<file path="src/sv/cip_pkg.sv">
// ----------------------------------------------------------------------------
// cip_pkg
// Shared constants, status codes and the result item type of the inner
// credential unpacker.
// ----------------------------------------------------------------------------
`default_nettype none

package cip_pkg;

   // salt bytes skipped ahead of the address length byte
   localparam logic [7:0] SALT_BYTES = 8'd8;
   // the only non-zero origin address length that is accepted
   localparam logic [7:0] ADDR_BYTES = 8'd4;
   localparam logic [7:0] WORD_BYTES = 8'd4;

   // result queue
   localparam int unsigned QUEUE_DEPTH = 4;
   localparam int unsigned QUEUE_AW    = $clog2(QUEUE_DEPTH);

   // result kinds
   localparam logic KIND_PAYLOAD = 1'b0;
   localparam logic KIND_SUMMARY = 1'b1;

   // summary status codes
   localparam logic [3:0] ST_OK          = 4'd0;
   localparam logic [3:0] ST_SALT_SHORT  = 4'd1;
   localparam logic [3:0] ST_ALEN_SHORT  = 4'd2;
   localparam logic [3:0] ST_ADDR_SHORT  = 4'd3;
   localparam logic [3:0] ST_ADDR_BAD    = 4'd4;
   localparam logic [3:0] ST_WORD0_SHORT = 4'd5;
   localparam logic [3:0] ST_PAY_SHORT   = 4'd12;
   localparam logic [3:0] ST_TRAILING    = 4'd13;

   typedef struct packed {
      logic        kind;
      logic [7:0]  payload_byte;
      logic [3:0]  status;
      logic        addr_present;
      logic [31:0] origin_addr;
      logic [31:0] encode_time;
      logic [31:0] time_to_live;
      logic [31:0] user_id;
      logic [31:0] group_id;
      logic [31:0] allowed_uid;
      logic [31:0] allowed_gid;
      logic [31:0] data_length;
   } rsp_type;

endpackage

`default_nettype wire

</file>
<file path="src/sv/cip_req_if.sv">
// ----------------------------------------------------------------------------
// cip_req_if
// Input channel of the inner credential unpacker: one plaintext byte per
// item, with a flag on the last byte of a credential.
// ----------------------------------------------------------------------------
`default_nettype none

interface cip_req_if;
   logic       valid;
   logic       ready;
   logic [7:0] data_in;
   logic       final_byte;

   modport source (output valid, output data_in, output final_byte, input ready);
   modport sink   (input valid, input data_in, input final_byte, output ready);
endinterface

`default_nettype wire

</file>
<file path="src/sv/cip_rsp_if.sv">
// ----------------------------------------------------------------------------
// cip_rsp_if
// Result channel of the inner credential unpacker: a payload byte or the
// summary that ends a credential.
// ----------------------------------------------------------------------------
`default_nettype none

interface cip_rsp_if;
   logic        valid;
   logic        ready;
   logic        kind;
   logic [7:0]  payload_byte;
   logic [3:0]  status;
   logic        addr_present;
   logic [31:0] origin_addr;
   logic [31:0] encode_time;
   logic [31:0] time_to_live;
   logic [31:0] user_id;
   logic [31:0] group_id;
   logic [31:0] allowed_uid;
   logic [31:0] allowed_gid;
   logic [31:0] data_length;

   modport source (
      output valid, output kind, output payload_byte, output status,
      output addr_present, output origin_addr, output encode_time,
      output time_to_live, output user_id, output group_id,
      output allowed_uid, output allowed_gid, output data_length,
      input ready
   );
   modport sink (
      input valid, input kind, input payload_byte, input status,
      input addr_present, input origin_addr, input encode_time,
      input time_to_live, input user_id, input group_id,
      input allowed_uid, input allowed_gid, input data_length,
      output ready
   );
endinterface

`default_nettype wire

</file>
<file path="src/sv/credential_inner_unpacker.sv">
// ----------------------------------------------------------------------------
// credential_inner_unpacker
// Parses the decrypted inner credential byte by byte: skips the salt, reads
// the origin address and seven header words, passes payload bytes through
// and closes each credential with a summary item.
// ----------------------------------------------------------------------------
//  channel   dir  handshake       item
//  req_if    in   valid / ready   data_in, final_byte
//  rsp_if    out  valid / ready   payload byte or summary (status + header)
//
//  One byte is accepted per cycle while req_if is ready; its results enter a
//  4-entry result queue in the same edge and are offered from the next cycle
//  on. A final byte that is also a payload byte yields two items, drained one
//  per cycle while rsp_if is ready; req_if.ready drops only while fewer than
//  two slots are free, so with rsp_if stalled req_if stops at three items.
//  Synchronous reset clears the parser and empties the queue.
// ----------------------------------------------------------------------------
`default_nettype none

module credential_inner_unpacker (
   input  wire       clock,
   input  wire       reset,
   cip_req_if.sink   req_if,
   cip_rsp_if.source rsp_if
);

   localparam logic [3:0] PH_SALT = 4'd0;
   localparam logic [3:0] PH_ALEN = 4'd1;
   localparam logic [3:0] PH_ADDR = 4'd2;
   localparam logic [3:0] PH_BAD  = 4'd3;
   localparam logic [3:0] PH_W0   = 4'd4;
   localparam logic [3:0] PH_W1   = 4'd5;
   localparam logic [3:0] PH_W2   = 4'd6;
   localparam logic [3:0] PH_W3   = 4'd7;
   localparam logic [3:0] PH_W4   = 4'd8;
   localparam logic [3:0] PH_W5   = 4'd9;
   localparam logic [3:0] PH_W6   = 4'd10;
   localparam logic [3:0] PH_PAY  = 4'd11;
   localparam logic [3:0] PH_DONE = 4'd12;

   localparam int unsigned AW = cip_pkg::QUEUE_AW;
   localparam logic [AW:0] DEPTH      = (AW+1)'(cip_pkg::QUEUE_DEPTH);
   localparam logic [AW:0] READY_MAX  = DEPTH - (AW+1)'(2);

   // parser state
   logic [3:0]  phase_ff, phase_in;
   logic [7:0]  cnt_ff, cnt_in;
   logic [31:0] shift_ff, shift_in;
   logic [7:0]  alen_ff, alen_in;
   logic [31:0] hdr_ff [8];
   logic [31:0] hdr_in [8];
   logic [31:0] rem_ff, rem_in;
   logic [3:0]  err_ff, err_in;

   // step values
   logic [3:0]  ph_cur, ph_nx;
   logic [7:0]  cnt_cur, cnt_nx;
   logic [31:0] shift_nx;
   logic [7:0]  alen_nx;
   logic [31:0] hdr_nx [8];
   logic [31:0] rem_nx;
   logic [3:0]  err_nx;
   logic [2:0]  slot;
   logic        pay_hit;
   logic [3:0]  sum_status;
   logic        have_addr;

   cip_pkg::rsp_type pay_rsp, sum_rsp;

   // result queue
   cip_pkg::rsp_type q_ff [cip_pkg::QUEUE_DEPTH];
   logic [AW-1:0] wr_ff, wr_in, rd_ff, rd_in;
   logic [AW:0]   count_ff, count_in;
   logic          accept, pop, push_pay, push_sum;
   logic [AW-1:0] sum_addr;

   assign accept = req_if.valid & req_if.ready;
   assign pop    = rsp_if.valid & rsp_if.ready;
   assign req_if.ready = (count_ff <= READY_MAX);

   always_comb begin
      ph_cur   = phase_ff;
      cnt_cur  = cnt_ff;
      if (phase_ff == PH_SALT && cnt_ff >= cip_pkg::SALT_BYTES) begin
         ph_cur  = PH_ALEN;
         cnt_cur = '0;
      end
      ph_nx    = ph_cur;
      cnt_nx   = cnt_cur;
      shift_nx = shift_ff;
      alen_nx  = alen_ff;
      hdr_nx   = hdr_ff;
      rem_nx   = rem_ff;
      err_nx   = err_ff;
      slot     = '0;
      pay_hit  = 1'b0;
      case (ph_cur)
         PH_SALT: begin
            cnt_nx = cnt_cur + 8'd1;
            if (cnt_nx >= cip_pkg::SALT_BYTES) begin
               ph_nx  = PH_ALEN;
               cnt_nx = '0;
            end
         end
         PH_ALEN: begin
            alen_nx  = req_if.data_in;
            cnt_nx   = '0;
            shift_nx = '0;
            if (req_if.data_in == 8'd0) begin
               ph_nx = PH_W0;
            end else if (req_if.data_in == cip_pkg::ADDR_BYTES) begin
               ph_nx = PH_ADDR;
            end else begin
               ph_nx = PH_BAD;
            end
         end
         PH_ADDR, PH_W0, PH_W1, PH_W2, PH_W3, PH_W4, PH_W5, PH_W6: begin
            shift_nx = {shift_ff[23:0], req_if.data_in};
            cnt_nx   = cnt_cur + 8'd1;
            if (cnt_nx >= cip_pkg::WORD_BYTES) begin
               // address lands in slot 0, header word k in slot k+1
               slot = (ph_cur == PH_ADDR) ? 3'd0 : 3'(ph_cur - PH_W0 + 4'd1);
               hdr_nx[slot] = shift_nx;
               cnt_nx = '0;
               if (ph_cur == PH_W6) begin
                  if (shift_nx == 32'd0) begin
                     ph_nx = PH_DONE;
                  end else begin
                     rem_nx = shift_nx;
                     ph_nx  = PH_PAY;
                  end
               end else if (ph_cur == PH_ADDR) begin
                  ph_nx = PH_W0;
               end else begin
                  ph_nx = ph_cur + 4'd1;
               end
               shift_nx = '0;
            end
         end
         PH_BAD: begin
            if (cnt_cur != 8'hFF) begin
               cnt_nx = cnt_cur + 8'd1;
            end
         end
         PH_PAY: begin
            pay_hit = 1'b1;
            rem_nx  = rem_ff - 32'd1;
            if (rem_nx == 32'd0) begin
               ph_nx = PH_DONE;
            end
         end
         default: begin
            // anything past the payload is trailing data
            ph_nx  = PH_DONE;
            err_nx = cip_pkg::ST_TRAILING;
         end
      endcase
   end

   always_comb begin
      case (ph_nx)
         PH_SALT: sum_status = cip_pkg::ST_SALT_SHORT;
         PH_ALEN: sum_status = cip_pkg::ST_ALEN_SHORT;
         PH_ADDR: sum_status = cip_pkg::ST_ADDR_SHORT;
         PH_BAD: begin
            sum_status = (alen_nx > cnt_nx) ? cip_pkg::ST_ADDR_SHORT
                                            : cip_pkg::ST_ADDR_BAD;
         end
         PH_W0, PH_W1, PH_W2, PH_W3, PH_W4, PH_W5, PH_W6: begin
            sum_status = cip_pkg::ST_WORD0_SHORT + (ph_nx - PH_W0);
         end
         PH_PAY:  sum_status = cip_pkg::ST_PAY_SHORT;
         default: sum_status = err_nx;
      endcase
      have_addr = (alen_nx == cip_pkg::ADDR_BYTES) && (ph_nx >= PH_W0) &&
                  (ph_nx <= PH_DONE);
   end

   always_comb begin
      pay_rsp              = '0;
      pay_rsp.kind         = cip_pkg::KIND_PAYLOAD;
      pay_rsp.payload_byte = req_if.data_in;

      sum_rsp              = '0;
      sum_rsp.kind         = cip_pkg::KIND_SUMMARY;
      sum_rsp.status       = sum_status;
      sum_rsp.addr_present = have_addr;
      sum_rsp.origin_addr  = have_addr ? hdr_nx[0] : 32'd0;
      sum_rsp.encode_time  = hdr_nx[1];
      sum_rsp.time_to_live = hdr_nx[2];
      sum_rsp.user_id      = hdr_nx[3];
      sum_rsp.group_id     = hdr_nx[4];
      sum_rsp.allowed_uid  = hdr_nx[5];
      sum_rsp.allowed_gid  = hdr_nx[6];
      sum_rsp.data_length  = hdr_nx[7];
   end

   // advance on an accepted byte, return to reset state after the final one
   always_comb begin
      phase_in = phase_ff;
      cnt_in   = cnt_ff;
      shift_in = shift_ff;
      alen_in  = alen_ff;
      hdr_in   = hdr_ff;
      rem_in   = rem_ff;
      err_in   = err_ff;
      if (accept) begin
         if (req_if.final_byte) begin
            phase_in = PH_SALT;
            cnt_in   = '0;
            shift_in = '0;
            alen_in  = '0;
            for (int i = 0; i < 8; i++) begin
               hdr_in[i] = '0;
            end
            rem_in   = '0;
            err_in   = '0;
         end else begin
            phase_in = ph_nx;
            cnt_in   = cnt_nx;
            shift_in = shift_nx;
            alen_in  = alen_nx;
            hdr_in   = hdr_nx;
            rem_in   = rem_nx;
            err_in   = err_nx;
         end
      end
   end

   always_ff @(posedge clock) begin
      if (reset) begin
         phase_ff <= PH_SALT;
         cnt_ff   <= '0;
         shift_ff <= '0;
         alen_ff  <= '0;
         for (int i = 0; i < 8; i++) begin
            hdr_ff[i] <= '0;
         end
         rem_ff   <= '0;
         err_ff   <= '0;
      end else begin
         phase_ff <= phase_in;
         cnt_ff   <= cnt_in;
         shift_ff <= shift_in;
         alen_ff  <= alen_in;
         hdr_ff   <= hdr_in;
         rem_ff   <= rem_in;
         err_ff   <= err_in;
      end
   end

   // result queue: payload item first, then the summary
   assign push_pay = accept & pay_hit;
   assign push_sum = accept & req_if.final_byte;
   assign sum_addr = wr_ff + AW'(push_pay);

   always_comb begin
      wr_in    = wr_ff + AW'(push_pay) + AW'(push_sum);
      rd_in    = rd_ff + AW'(pop);
      count_in = count_ff - (AW+1)'(pop) + (AW+1)'(push_pay) + (AW+1)'(push_sum);
   end

   always_ff @(posedge clock) begin
      if (reset) begin
         wr_ff    <= '0;
         rd_ff    <= '0;
         count_ff <= '0;
      end else begin
         wr_ff    <= wr_in;
         rd_ff    <= rd_in;
         count_ff <= count_in;
      end
   end

   always_ff @(posedge clock) begin
      if (push_pay) begin
         q_ff[wr_ff] <= pay_rsp;
      end
      if (push_sum) begin
         q_ff[sum_addr] <= sum_rsp;
      end
   end

   assign rsp_if.valid        = (count_ff != '0);
   assign rsp_if.kind         = q_ff[rd_ff].kind;
   assign rsp_if.payload_byte = q_ff[rd_ff].payload_byte;
   assign rsp_if.status       = q_ff[rd_ff].status;
   assign rsp_if.addr_present = q_ff[rd_ff].addr_present;
   assign rsp_if.origin_addr  = q_ff[rd_ff].origin_addr;
   assign rsp_if.encode_time  = q_ff[rd_ff].encode_time;
   assign rsp_if.time_to_live = q_ff[rd_ff].time_to_live;
   assign rsp_if.user_id      = q_ff[rd_ff].user_id;
   assign rsp_if.group_id     = q_ff[rd_ff].group_id;
   assign rsp_if.allowed_uid  = q_ff[rd_ff].allowed_uid;
   assign rsp_if.allowed_gid  = q_ff[rd_ff].allowed_gid;
   assign rsp_if.data_length  = q_ff[rd_ff].data_length;

endmodule

`default_nettype wire

</file>
<file path="src/flat_wrapper.sv">
// flat-port wrapper written by rule: the top's interface ports become plain ports
module credential_inner_unpacker_flat 
  (clock, reset, req_if_valid, req_if_data_in, req_if_final_byte, req_if_ready, rsp_if_valid, rsp_if_kind, rsp_if_payload_byte, rsp_if_status, rsp_if_addr_present, rsp_if_origin_addr, rsp_if_encode_time, rsp_if_time_to_live, rsp_if_user_id, rsp_if_group_id, rsp_if_allowed_uid, rsp_if_allowed_gid, rsp_if_data_length, rsp_if_ready);
  cip_req_if req_if_i ();
  cip_rsp_if rsp_if_i ();
  input  wire clock;
  input  wire reset;
  input wire logic [$bits(req_if_i.valid)-1:0] req_if_valid;
  input wire logic [$bits(req_if_i.data_in)-1:0] req_if_data_in;
  input wire logic [$bits(req_if_i.final_byte)-1:0] req_if_final_byte;
  output wire logic [$bits(req_if_i.ready)-1:0] req_if_ready;
  output wire logic [$bits(rsp_if_i.valid)-1:0] rsp_if_valid;
  output wire logic [$bits(rsp_if_i.kind)-1:0] rsp_if_kind;
  output wire logic [$bits(rsp_if_i.payload_byte)-1:0] rsp_if_payload_byte;
  output wire logic [$bits(rsp_if_i.status)-1:0] rsp_if_status;
  output wire logic [$bits(rsp_if_i.addr_present)-1:0] rsp_if_addr_present;
  output wire logic [$bits(rsp_if_i.origin_addr)-1:0] rsp_if_origin_addr;
  output wire logic [$bits(rsp_if_i.encode_time)-1:0] rsp_if_encode_time;
  output wire logic [$bits(rsp_if_i.time_to_live)-1:0] rsp_if_time_to_live;
  output wire logic [$bits(rsp_if_i.user_id)-1:0] rsp_if_user_id;
  output wire logic [$bits(rsp_if_i.group_id)-1:0] rsp_if_group_id;
  output wire logic [$bits(rsp_if_i.allowed_uid)-1:0] rsp_if_allowed_uid;
  output wire logic [$bits(rsp_if_i.allowed_gid)-1:0] rsp_if_allowed_gid;
  output wire logic [$bits(rsp_if_i.data_length)-1:0] rsp_if_data_length;
  input wire logic [$bits(rsp_if_i.ready)-1:0] rsp_if_ready;
  assign req_if_i.valid = req_if_valid;
  assign req_if_i.data_in = req_if_data_in;
  assign req_if_i.final_byte = req_if_final_byte;
  assign req_if_ready = req_if_i.ready;
  assign rsp_if_valid = rsp_if_i.valid;
  assign rsp_if_kind = rsp_if_i.kind;
  assign rsp_if_payload_byte = rsp_if_i.payload_byte;
  assign rsp_if_status = rsp_if_i.status;
  assign rsp_if_addr_present = rsp_if_i.addr_present;
  assign rsp_if_origin_addr = rsp_if_i.origin_addr;
  assign rsp_if_encode_time = rsp_if_i.encode_time;
  assign rsp_if_time_to_live = rsp_if_i.time_to_live;
  assign rsp_if_user_id = rsp_if_i.user_id;
  assign rsp_if_group_id = rsp_if_i.group_id;
  assign rsp_if_allowed_uid = rsp_if_i.allowed_uid;
  assign rsp_if_allowed_gid = rsp_if_i.allowed_gid;
  assign rsp_if_data_length = rsp_if_i.data_length;
  assign rsp_if_i.ready = rsp_if_ready;
  credential_inner_unpacker u_core (.clock(clock), .reset(reset), .req_if(req_if_i), .rsp_if(rsp_if_i));
endmodule
</file>
<file path="config.mk">
export PLATFORM = sky130hd
export DESIGN_NAME = credential_inner_unpacker_flat
export DESIGN_NICKNAME = d
export VERILOG_FILES = /design/src/sv/cip_pkg.sv /design/src/sv/cip_req_if.sv /design/src/sv/cip_rsp_if.sv /design/src/sv/credential_inner_unpacker.sv /design/src/flat_wrapper.sv
export SDC_FILE = /design/constraint.sdc
export NUM_CORES = 2
export LEC_CHECK = 0
export BUFFER_PORTS_ARGS = -buffer_cell sky130_fd_sc_hd__buf_4
export CORE_MARGIN = 3
export CORE_UTILIZATION = 58
export CTS_BUF_LIST = sky130_fd_sc_hd__clkbuf_8
export DETAILED_ROUTE_END_ITERATION = 10
export PLACE_DENSITY = 0.79
export SETUP_SLACK_MARGIN = 0.4
export SYNTH_ARGS = -nofsm -noshare
export SYNTH_HDL_FRONTEND = slang
export SYNTH_SLANG_ARGS = --single-unit
</file>
<file path="constraint.sdc">
create_clock -name clock -period 23.1 [get_ports clock]
set_input_delay 2.31 -clock clock [delete_from_list [all_inputs] [get_ports clock]]
set_output_delay 2.31 -clock clock [all_outputs]
set_load 0.005 [all_outputs]
</file>
==> flow_summary.html <==
<table>
<tr><th>Metric</th><th>Value</th></tr>
<tr><th colspan="2">Yosys</th></tr>
<tr><td>Post-synthesis compound-gate area fraction</td><td>5.815%</td></tr>
<tr><td>Number of instances in the synthesized netlist</td><td>4713</td></tr>
<tr><td>Top_reg_cell synth</td><td>edfxtp_1</td></tr>
<tr><td>Simple logic cell fraction of the synthesized area</td><td>11.58%</td></tr>
<tr><td>Multiplexer fraction of the synthesized cell area</td><td>14.85%</td></tr>
<tr><td>YS warnings</td><td>0</td></tr>
<tr><td>Sequential fraction of the synthesis area</td><td>64.09%</td></tr>
<tr><td>Synthesized area per cell</td><td>12.89 um^2</td></tr>
<tr><td>Number of distinct standard cells referenced by the synthesized netlist</td><td>72</td></tr>
<tr><td>Share of synthesized flip-flops with an asynchronous set or reset</td><td>0%</td></tr>
<tr><td>Flop and latch count out of synthesis</td><td>1423</td></tr>
<tr><td>Area share of xor/xnor cells in the synthesized design</td><td>0.2739%</td></tr>
<tr><td>Adder-cell share of the synthesized area</td><td>0.4778%</td></tr>
<tr><td>Number of enable-type register cells in the synthesized netlist</td><td>1044</td></tr>
<tr><td>Largest family of logic cells by synthesized area</td><td>multiplexers</td></tr>
<tr><td>Synthesized netlist net count</td><td>4748</td></tr>
<tr><td>Syn Std Cell Area</td><td>0.06076 mm^2</td></tr>
<tr><th colspan="2">Timing</th></tr>
<tr><td>TNS Setup</td><td>0 ns</td></tr>
<tr><td>Final period util</td><td>32.53%</td></tr>
<tr><td>Remaining max-slew budget at the tightest pin</td><td>9.246%</td></tr>
<tr><td>Timing-limited maximum frequency</td><td>133.1 MHz</td></tr>
<tr><td>Final setup skew</td><td>0.05803 ns</td></tr>
<tr><td>Pins over their slew limit</td><td>0</td></tr>
<tr><td>Pin slew with the least headroom to its limit</td><td>1.355 ns</td></tr>
<tr><td>RSZ-0062 raised after global routing</td><td>false</td></tr>
<tr><td>Final critical-path required period</td><td>7.515 ns</td></tr>
<tr><td>Endpoints failing setup</td><td>0</td></tr>
<tr><td>Number of hold-slack violations in the final timing report</td><td>0</td></tr>
<tr><td>Min Hold Slack</td><td>0.4500 ns</td></tr>
<tr><th colspan="2">Finish</th></tr>
<tr><td>Count of nets after finishing</td><td>4923</td></tr>
<tr><td>Layout area overhead</td><td>12.01%</td></tr>
<tr><td>Proportion of layout cells with a drive suffix above 1</td><td>19.81%</td></tr>
<tr><td>Number of filler instances in the final layout</td><td>7410</td></tr>
<tr><td>Post-Layout Cell Count</td><td>6456</td></tr>
<tr><th colspan="2">CTS</th></tr>
<tr><td>Number of CTS-inserted buffers</td><td>218</td></tr>
<tr><td>Clock latency on the worst-skew pair</td><td>0.91 ns</td></tr>
<tr><td>Post-CTS sizing</td><td>0</td></tr>
<tr><td>Clock edge transition at the registers on the reported setup and hold paths</td><td>0.06 ns</td></tr>
<tr><td>H-tree lvl count</td><td>4</td></tr>
<tr><td>Number of clock sinks</td><td>1423</td></tr>
<tr><td>Buffer count from post-CTS setup fixing</td><td>0</td></tr>
<tr><td>Cell at the root of the clock tree</td><td>clkbuf_8</td></tr>
<tr><td>Clock tree from TritonCTS</td><td>yes</td></tr>
<tr><td>Number of buffers on the longest clock path</td><td>3</td></tr>
<tr><td>Number of buffers added to fix hold violations after cts</td><td>0</td></tr>
<tr><th colspan="2">Floorplanning</th></tr>
<tr><td>Count of standard-cell rows</td><td>118</td></tr>
<tr><td>Die Area</td><td>0.1087 mm^2</td></tr>
<tr><td>Initial Utilization</td><td>58.54%</td></tr>
<tr><td>Chip width</td><td>329.7 um</td></tr>
<tr><td>Core ar.</td><td>0.1038 mm^2</td></tr>
<tr><td>Count of boundary I/O pins</td><td>285</td></tr>
<tr><td>Die height</td><td>329.7 um</td></tr>
<tr><th colspan="2">Worst hold path</th></tr>
<tr><td>Worst hold stages</td><td>2</td></tr>
<tr><td>Worst hold-check path type</td><td>flip-flop to flip-flop</td></tr>
<tr><th colspan="2">GRT</th></tr>
<tr><td>Via count of the first global-routing pass</td><td>39780</td></tr>
<tr><td>Maximum number of pins on one net before global-route repair</td><td>214</td></tr>
<tr><td>Global-route wire length before repair</td><td>257000 um</td></tr>
<tr><td>Number of antenna violations at the first check in global routing</td><td>6</td></tr>
<tr><td>Global Route Usage Sum</td><td>32.00%</td></tr>
<tr><td>Remaining global-route overflow</td><td>0</td></tr>
<tr><th colspan="2">Drt</th></tr>
<tr><td>Via density per instance</td><td>6.393</td></tr>
<tr><td>DRC viols</td><td>0</td></tr>
<tr><td>Total via count in the routed design</td><td>41270</td></tr>
<tr><td>Total iterations of the first detailed-routing run</td><td>7</td></tr>
<tr><td>Routed Wire Length</td><td>174900 um</td></tr>
<tr><td>Initial drt markers</td><td>5620</td></tr>
<tr><td>Remaining antenna violation count after routing</td><td>0</td></tr>
<tr><td>Routed wire per std cell</td><td>27.09 um</td></tr>
<tr><th colspan="2">Power</th></tr>
<tr><td>Power density over cell area</td><td>88.86 mW/mm^2</td></tr>
<tr><td>Maximum ir drop on the vdd rail</td><td>0.00006190 V</td></tr>
<tr><td>Leak pwr</td><td>0.02403 uW</td></tr>
<tr><th colspan="2">Run status</th></tr>
<tr><td>Result of the run</td><td>complete, no violations</td></tr>
<tr><th colspan="2">Place</th></tr>
<tr><td>Post-detailed-placement half-perimeter wirelength</td><td>103600 um</td></tr>
<tr><td># placed instances</td><td>6048</td></tr>
<tr><td>Quantity of I/O buffers inserted on ports</td><td>284</td></tr>
<tr><td>GP Congestion</td><td>0.9430</td></tr>
<tr><th colspan="2">Critical path</th></tr>
<tr><td>Worst Reg-to-Reg Cells</td><td>13</td></tr>
<tr><td>Largest driver fanout on the critical path</td><td>46</td></tr>
<tr><td>Endpoint type of the worst setup path</td><td>output pin</td></tr>
<tr><td>Arr. time, crit path</td><td>5.20 ns</td></tr>
<tr><td>WP data required</td><td>20.79 ns</td></tr>
<tr><td>Nature of the critical path startpoint</td><td>flip-flop</td></tr>
<tr><td>Critical setup path kind</td><td>flip-flop to output pin</td></tr>
<tr><th colspan="2">Run</th></tr>
<tr><td>Max-cap violation count</td><td>0</td></tr>
</table>
## path summary, 6_finish.rpt
path	startpoint	to	slack, ns
setup / recovery	u_core.rd_ff[0]	rsp_if_allowed_uid[6]	15.59
hold / removal	u_core.q_ff[3][269]	u_core.q_ff[3][269]	0.45
setup reg to reg	u_core.count_ff[1]	u_core.q_ff[1][2]	16.82
hold reg to reg	u_core.q_ff[3][269]	u_core.q_ff[3][269]	0.45
## power by group
group / total [uW] / internal, uW / leakage, uW / switching [uW]
sequential: 2880 / 2830 / 0.0137 / 51.3
combinational: 1180 / 556 / 0.00784 / 625
clock: 1990 / 1000 / 0.00247 / 987
total: 6050 / 4380 / 0.0240 / 1660
## synthesized netlist by cell type, drive strengths merged, types with 4 or more instances
master	number	area, um^2
a21o	5	37.54
a22o	6	52.55
dfxtp	379	7587
a22oi	302	2267
nor3	31	155.2
o21a	7	52.55
or3	7	43.79
buf	85	411.7
mux4	270	6081
inv	29	108.9
nor4b	4	35.03
nand2	103	416.7
nand4	10	62.56
o2111ai	4	35.03
edfxtp	1044	31350
ha	20	250.2
nor2	1452	5450
clkbuf	333	1251
o31a	4	35.03
or2	9	56.30
a21oi	62	310.3
nor2b	45	281.5
nor3b	6	45.04
xnor2	13	113.9
xor2	6	52.55
o31ai	11	82.58
and2	8	50.05
a31oi	6	37.54
and3	5	31.28
mux2	8	90.09
nor4	21	143.9
mux2i	285	2853
nand3	22	110.1
a2111oi	7	61.31
or4	6	48.80
o21ai	45	225.2
nand2b	11	68.82
## worst max-delay path, cell delays in order (launching register included)
cell and delay (ns):
dfxtp_4 0.96, buf_4 0.87, buf_4 0.88, buf_4 0.65, mux4_2 0.63, buf_4 0.16
## flip-flops by register name (all words and copies together), names as in the netlist
register         count
u_core.count_ff      3
u_core.err_ff        4
u_core.q_ff       1080
u_core.rd_ff         2
u_core.alen_ff       8
u_core.hdr_ff      256
u_core.wr_ff         2
u_core.rem_ff       32
u_core.cnt_ff        8
u_core.shift_ff     24
u_core.phase_ff      4
## metrics by stage
| step | util [%] | power [uW] | setup slack [ns] | instance area, um^2 |
|---|---|---|---|---|
| 3_5_place_dp | 61.56 | 4125 | 16.09 | 63900 |
| 5_1_grt | 65.57 | 6255 | 15.05 | 68050 |
| 2_1_floorplan | - | 3599 | 0.9340 | 60760 |
| 4_1_cts | 65.56 | 6080 | 15.33 | 68050 |
| 6_report | 65.57 | 6047 | 15.59 | 68060 |
| 3_3_place_gp | 61.56 | 4117 | 16.19 | 63900 |
## final cells by class
class | instances | area [um^2] | area share, %
inverters | 29 | 108.9 | 0.1599
clock inverters | 164 | 844.6 | 1.241
clock buffers | 240 | 3303 | 4.854
multi-input cells | 2843 | 20270 | 29.79
flip-flops and latches | 1423 | 38940 | 57.22
well taps | 1380 | 1727 | 2.537
diodes | 4 | 10.01 | 0.01471
repair buffers | 373 | 2845 | 4.181
## placed cells by master, fill, tap and decap left out, types with 20 or more instances in the layout
cell type	instances
nor2b_2	32
nor2_1	1444
edfxtp_1	1044
nand2_1	96
a22oi_1	302
a21oi_1	62
buf_4	369
nor3_1	30
ha_1	20
o21ai_0	40
dfxtp_1	377
mux4_2	270
inv_1	122
mux2i_1	285
clkinv_1	35
clkbuf_8	240
## kinds of logic after synthesis
logic type / count (synthesis)
xor gates and xnor gates: 19
and+or+nand+nor: 1744
DFF: 1423
adders and majority gates: 22
muxes: 563
buffers and inverters: 447
AOI/OAI and AO/OA: 495
## metal layers
layer  share of wire [%]  vias to the layer above  global-route usage, %
met2                  46                     2674                  48.38
met3                  12                      468                  8.132
li1                    -                    17550                      -
met5              0.0074                        -                      0
met1                  37                    20590                  43.93
met4                 5.1                        2                  15.15
No activity file was read; power rests on OpenSTA's default activity.
